`src/rtl/tsd_pkg.sv`:
```
// shared widths and constants for the toroidal diffusion stencil
package tsd_pkg;

  localparam int VAL_W     = 32;  // unsigned q16.16 cell value
  localparam int GAIN_W    = 17;  // q1.16 decay gain, below 2.0
  localparam int SUM_W     = 36;  // weighted 3x3 sum, total weight 12
  localparam int PROD_W    = VAL_W + GAIN_W;
  localparam int FRAC_W    = 16;

  // sum / 12 is (sum >> 2) / 3, the latter as a multiply by ceil(2^35 / 3) = 34'h2_AAAA_AAAB
  localparam int QIN_W     = SUM_W - 2;
  localparam int RCP_W     = 17;
  localparam int RCP_SHIFT = 35;
  localparam int LO_PROD_W = QIN_W + RCP_W;
  localparam int HI_SUM_W  = QIN_W + RCP_W + 1;
  localparam logic [RCP_W-1:0] RCP_HI = 17'h15555;
  localparam logic [RCP_W-1:0] RCP_LO = 17'h0AAAB;

  localparam logic CMD_WRITE = 1'b0;
  localparam logic CMD_QUERY = 1'b1;

  localparam logic [GAIN_W-1:0] GAIN_ONE = GAIN_W'(65536);

  typedef logic [VAL_W-1:0]  val_t;
  typedef logic [SUM_W-1:0]  sum_t;
  typedef logic [GAIN_W-1:0] gain_t;

endpackage

```
`src/rtl/tsd_scale.sv`:
```
// divide the weighted sum by twelve and apply the decay gain, one sum at a time
module tsd_scale (
  input  logic            clk,
  input  logic            rst_n,
  input  logic            start,
  input  tsd_pkg::sum_t   sum_in,
  input  tsd_pkg::gain_t  gain,
  input  logic            res_take,
  output logic            res_valid,
  output tsd_pkg::val_t   res_value
);

  localparam logic [1:0] PH_IDLE = 2'd0;
  localparam logic [1:0] PH_RCP  = 2'd1;
  localparam logic [1:0] PH_MUL  = 2'd2;
  localparam logic [1:0] PH_RES  = 2'd3;

  logic [1:0]                        phase_r, phase_nxt;
  logic [tsd_pkg::QIN_W-1:0]         n_r;
  logic [tsd_pkg::LO_PROD_W-1:0]     lo_r;
  logic [tsd_pkg::HI_SUM_W-1:0]      hi_sum;
  tsd_pkg::val_t                     q_r;
  logic [tsd_pkg::PROD_W-1:0]        prod_r;

  // upper half of the reciprocal product plus the carried top of the lower half
  assign hi_sum = tsd_pkg::HI_SUM_W'(n_r) * tsd_pkg::HI_SUM_W'(tsd_pkg::RCP_HI)
                + tsd_pkg::HI_SUM_W'(lo_r >> tsd_pkg::RCP_W);

  always_comb begin
    phase_nxt = phase_r;
    unique case (phase_r)
      PH_IDLE: begin
        if (start) begin
          phase_nxt = PH_RCP;
        end
      end
      PH_RCP: phase_nxt = PH_MUL;
      PH_MUL: phase_nxt = PH_RES;
      PH_RES: begin
        if (res_take) begin
          phase_nxt = PH_IDLE;
        end
      end
      default: phase_nxt = PH_IDLE;
    endcase
  end

  always_ff @(posedge clk) begin
    if (!rst_n) begin
      phase_r <= PH_IDLE;
    end else begin
      phase_r <= phase_nxt;
    end
  end

  always_ff @(posedge clk) begin
    if (phase_r == PH_IDLE && start) begin
      n_r  <= sum_in[tsd_pkg::SUM_W-1:2];
      lo_r <= tsd_pkg::LO_PROD_W'(sum_in[tsd_pkg::SUM_W-1:2])
            * tsd_pkg::LO_PROD_W'(tsd_pkg::RCP_LO);
    end
    if (phase_r == PH_RCP) begin
      // quotient is below 2^32
      q_r <= hi_sum[(tsd_pkg::RCP_SHIFT - tsd_pkg::RCP_W) +: tsd_pkg::VAL_W];
    end
    if (phase_r == PH_MUL) begin
      prod_r <= tsd_pkg::PROD_W'(q_r) * tsd_pkg::PROD_W'(gain);
    end
  end

  assign res_valid = (phase_r == PH_RES);
  // a gain above one may overflow the word, then saturate
  assign res_value = prod_r[tsd_pkg::PROD_W-1] ? '1
                   : prod_r[tsd_pkg::FRAC_W +: tsd_pkg::VAL_W];

  a_take_only_when_ready: assert property (@(posedge clk) disable iff (!rst_n)
    res_take |-> res_valid)
    else $error("result taken while none ready");

  a_start_when_idle: assert property (@(posedge clk) disable iff (!rst_n)
    start |-> phase_r == PH_IDLE)
    else $error("scale started while busy");

  a_div_then_mul: assert property (@(posedge clk) disable iff (!rst_n)
    (phase_r == PH_RCP) |=> phase_r == PH_MUL)
    else $error("division did not hand over to the multiply");

endmodule

```
`config.mk`:
```
export PLATFORM = sky130hd
export DESIGN_NAME = tsd_scale
export DESIGN_NICKNAME = d
export VERILOG_FILES = /design/src/rtl/tsd_pkg.sv /design/src/rtl/tsd_scale.sv
export SDC_FILE = /design/constraint.sdc
export NUM_CORES = 2
export LEC_CHECK = 0
export BUFFER_PORTS_ARGS = -buffer_cell sky130_fd_sc_hd__buf_2
export CAP_MARGIN = 20
export CORE_ASPECT_RATIO = 1.25
export CORE_MARGIN = 1.5
export CORE_UTILIZATION = 60
export DETAILED_ROUTE_END_ITERATION = 8
export PLACE_DENSITY = 0.89
export SETUP_SLACK_MARGIN = 0.1
export SLEW_MARGIN = 20
export SYNTH_ARGS = -nofsm -noshare
export SYNTH_HDL_FRONTEND = slang
export SYNTH_SLANG_ARGS = --single-unit
```
`constraint.sdc`:
```
create_clock -name clk -period 7.8 [get_ports clk]
set_input_delay 2.34 -clock clk [delete_from_list [all_inputs] [get_ports clk]]
set_output_delay 2.34 -clock clk [all_outputs]
set_load 0.05 [all_outputs]
```
==> results.py <==
metrics = {
    "clock_tree": {
        "htree_levels": 4,
        "ctsHoldBuffers": 0,
        "cts_tree": "yes",
        "root_buffer": "clkbuf_16",
        "cts_sinks": 134,
        "clk_pin_slew_ns": 0.08,
        "cts_made_buffers": 17,
        "cts_buffer_depth": 2,
        "insertion_delay_ns": 0.50,
    },
    "cells_and_area": {
        "drive_gt1_frac": 0.139,
        "final_common_cell": "inv_1",
        "nets": 5977,
        "layout_common_cells": "1244 x inv_1, 871 x fa_1, 535 x ha_1, 366 x nand2_1, 245 x buf_4",
        "fin_cells": 5349,
        "areaGrowthSynthToFinish_pct": 13.5,
    },
    "drt": {
        "routed_wl_um": 116000,
        "drc": 0,
        "wl_per_cell_um": 21.7,
        "ant_nets": 0,
        "drtIter0Drc": 2882,
        "dr_total_vias": 31300,
        "dr.pass1.iters": 9,
        "viasPerCell": 5.84,
    },
    "synth": {
        "synth_top_area_frac": 0.439,
        "synth_top_cell_by_area": "fa_1",
        "netlist_instances": 4155,
        "yosys_register_bits": 134,
        "seq_area_frac_synth": 0.0984,
        "ys.flop_type": "edfxtp_1",
        "ys_warn_count": 0,
        "synth_edf_count": 132,
        "synthesis.area_um2": 40700,
        "synth.area.top_cells": "fa_1 44%, ha_1 17%, inv_1 12%",
        "syn_avg_cell_area_um2": 9.79,
        "ys_async_sr_fraction": 0,
        "synth.distinct_cells": 61,
        "synthesis.nets": 5661,
    },
    "setup_path": {
        "cp_slowest_cell": "fa_1",
        "critPathKind": "in -> reg",
        "cp-start-kind": "primary input",
        "cp_cell_sequence": "buf_12 -> buf_4 -> buf_4 -> nand2_1 -> fa_1 -> inv_1 -> fa_1 -> inv_1 -> fa_1 -> inv_2 -> fa_1 -> fa_1 -> inv_2 -> fa_1 -> inv_2 -> ha_4 -> nand4_1 -> or3_4 -> or3_4 -> o31ai_4 -> a31oi_4 -> o21bai_1 -> xor2_1",
        "cp_max_fo": 10,
        "slowest_delay_ns": 0.58,
        "crit_family": "adder cells",
        "arrival_ns": 8.62,
        "cp_num_buf_inv": 8,
        "crit_path_frequent_cell": "fa_1",
        "worstSetupStartpoint": "gain[9]",
        "end_kind": "flip-flop",
        "r2r-start": "q_r[9]",
        "required_ns": 8.05,
    },
    "timing": {
        "drv_slew": 0,
        "hold_viol": 0,
        "setup_slack_ns": -0.568,
        "slew_headroom": 0.263,
        "period_share": 1.07,
        "fin_skew_ns": 0.0261,
        "setup_viol": 18,
        "min_period_ns": 8.37,
        "grt_setup_unrepaired": "yes",
        "hold_slack_ns": 0.586,
        "tightest_slew_ns": 1.10,
        "tns_ns": -5.03,
        "fmax_ghz": 0.120,
    },
    "placed_design": {
        "gp_congestion": 0.981,
        "place_ws_ns": -0.903,
        "place_inst": 5261,
        "place_hpwl_um": 86100,
        "portBuffers": 87,
    },
    "run_status": {
        "outcome": "complete, but fails checks",
        "failed_checks": "setup timing",
    },
    "die": {
        "core-area_um2": 67000,
        "pin_count": 90,
        "rows": 106,
        "die_h_um": 294,
        "die-area_um2": 69400,
        "die_w_um": 236,
        "initial_core_util": 0.607,
    },
    "min_path": {
        "hp-start": "phase_r[0]",
        "hold_path.class": "reg -> reg",
    },
    "global_route": {
        "grt_pass1_vias": 34700,
        "grt_first_pass_wirelength_um": 172000,
        "antenna_found_initial": 2,
        "grt_usage": 0.321,
        "grt_max_degree": 68,
        "overflow": 0,
    },
    "run": {
        "maxCapViolCount": 0,
    },
}
[registers in the layout (all words and copies together) (netlist names)]
name and flops:
prod_r 33, n_r 34, phase_r 2, q_r 32, lo_r 33
[path summary, 6_finish.rpt]
check,end,slack [ns],cells after the start
max,prod_r[46],-0.57,23
max reg2reg,prod_r[41],0.53,23
min,phase_r[0],0.59,2
min reg2reg,phase_r[0],0.59,2
[what timing repair did]
item                                    4_1_cts  5_1_grt
pin swaps                                    90      107
hold endpoints to repair                      0        0
gates cloned                                  4        6
resized for setup                           126      141
endpoints found under the setup margin       20       30
setup buffers                                28       20
[per-layer routing]
| layer | wire length, um | up-vias | GRT usage |
|---|---|---|---|
| met5 | 0 | - | 0 |
| met4 | 10700 | 0 | 0.213 |
| met3 | 11000 | 953 | 0.0589 |
| met2 | 57100 | 2074 | 0.582 |
| met1 | 37100 | 15200 | 0.341 |
| li1 | - | 13000 | - |
[synth_stat cells, drive strengths merged (2+ instances only)]
| master | instances |
|---|---|
| a2111oi | 5 |
| a211o | 3 |
| a211oi | 10 |
| a21boi | 2 |
| a21o | 48 |
| a21oi | 111 |
| a221o | 2 |
| a221oi | 2 |
| a31oi | 12 |
| and2 | 210 |
| and3 | 15 |
| and4 | 2 |
| clkbuf | 98 |
| dfxtp | 2 |
| edfxtp | 132 |
| fa | 893 |
| ha | 556 |
| inv | 1279 |
| mux2i | 2 |
| nand2 | 385 |
| nand2b | 6 |
| nand3 | 25 |
| nand4 | 22 |
| nand4b | 3 |
| nor2 | 42 |
| nor2b | 15 |
| nor3 | 16 |
| nor4 | 2 |
| nor4b | 2 |
| o2111ai | 2 |
| o211ai | 10 |
| o21a | 10 |
| o21ai | 49 |
| o21bai | 24 |
| o22ai | 4 |
| o31ai | 3 |
| o41ai | 2 |
| or2 | 34 |
| or3 | 3 |
| xnor2 | 64 |
| xor2 | 36 |
[area by class of cell]
class	instances	area, um^2
Multi-Input combinational cell	2644	32200
Fill cell	4282	20800
Inverter	1279	4800
Sequential cell	134	4000
Timing Repair Buffer	395	3470
Tap cell	864	1080
Clock buffer	18	429
Clock inverter	14	166
Antenna cell	1	2.50
[per-stage QoR]
stage               utilization  area, um^2
floorplan                     -       41000
global placement          0.658       44100
detailed placement        0.658       44100
CTS                       0.679       45500
global route              0.690       46200
finish                    0.690       46200
[cells by family after synthesis]
family	count (synthesis)	share of synthesized area
flip-flops	134	0.0984
buffers and inverters	1377	0.127
AO/OA/AOI/OAI	309	0.0483
AND/OR/NAND/NOR	784	0.0938
XOR/XNOR	100	0.0215
adder cells (fa/ha/maj)	1449	0.610
multiplexers	2	0.000492
[worst min-delay path, stage by stage (launching register included)]
cell and delay, ns:
dfxtp_1 0.33, inv_1 0.13, a211oi_1 0.08
Power is left out: the tool's default activity adds up to more than one toggle a clock period on the data nets, which glitch-free logic cannot reach.
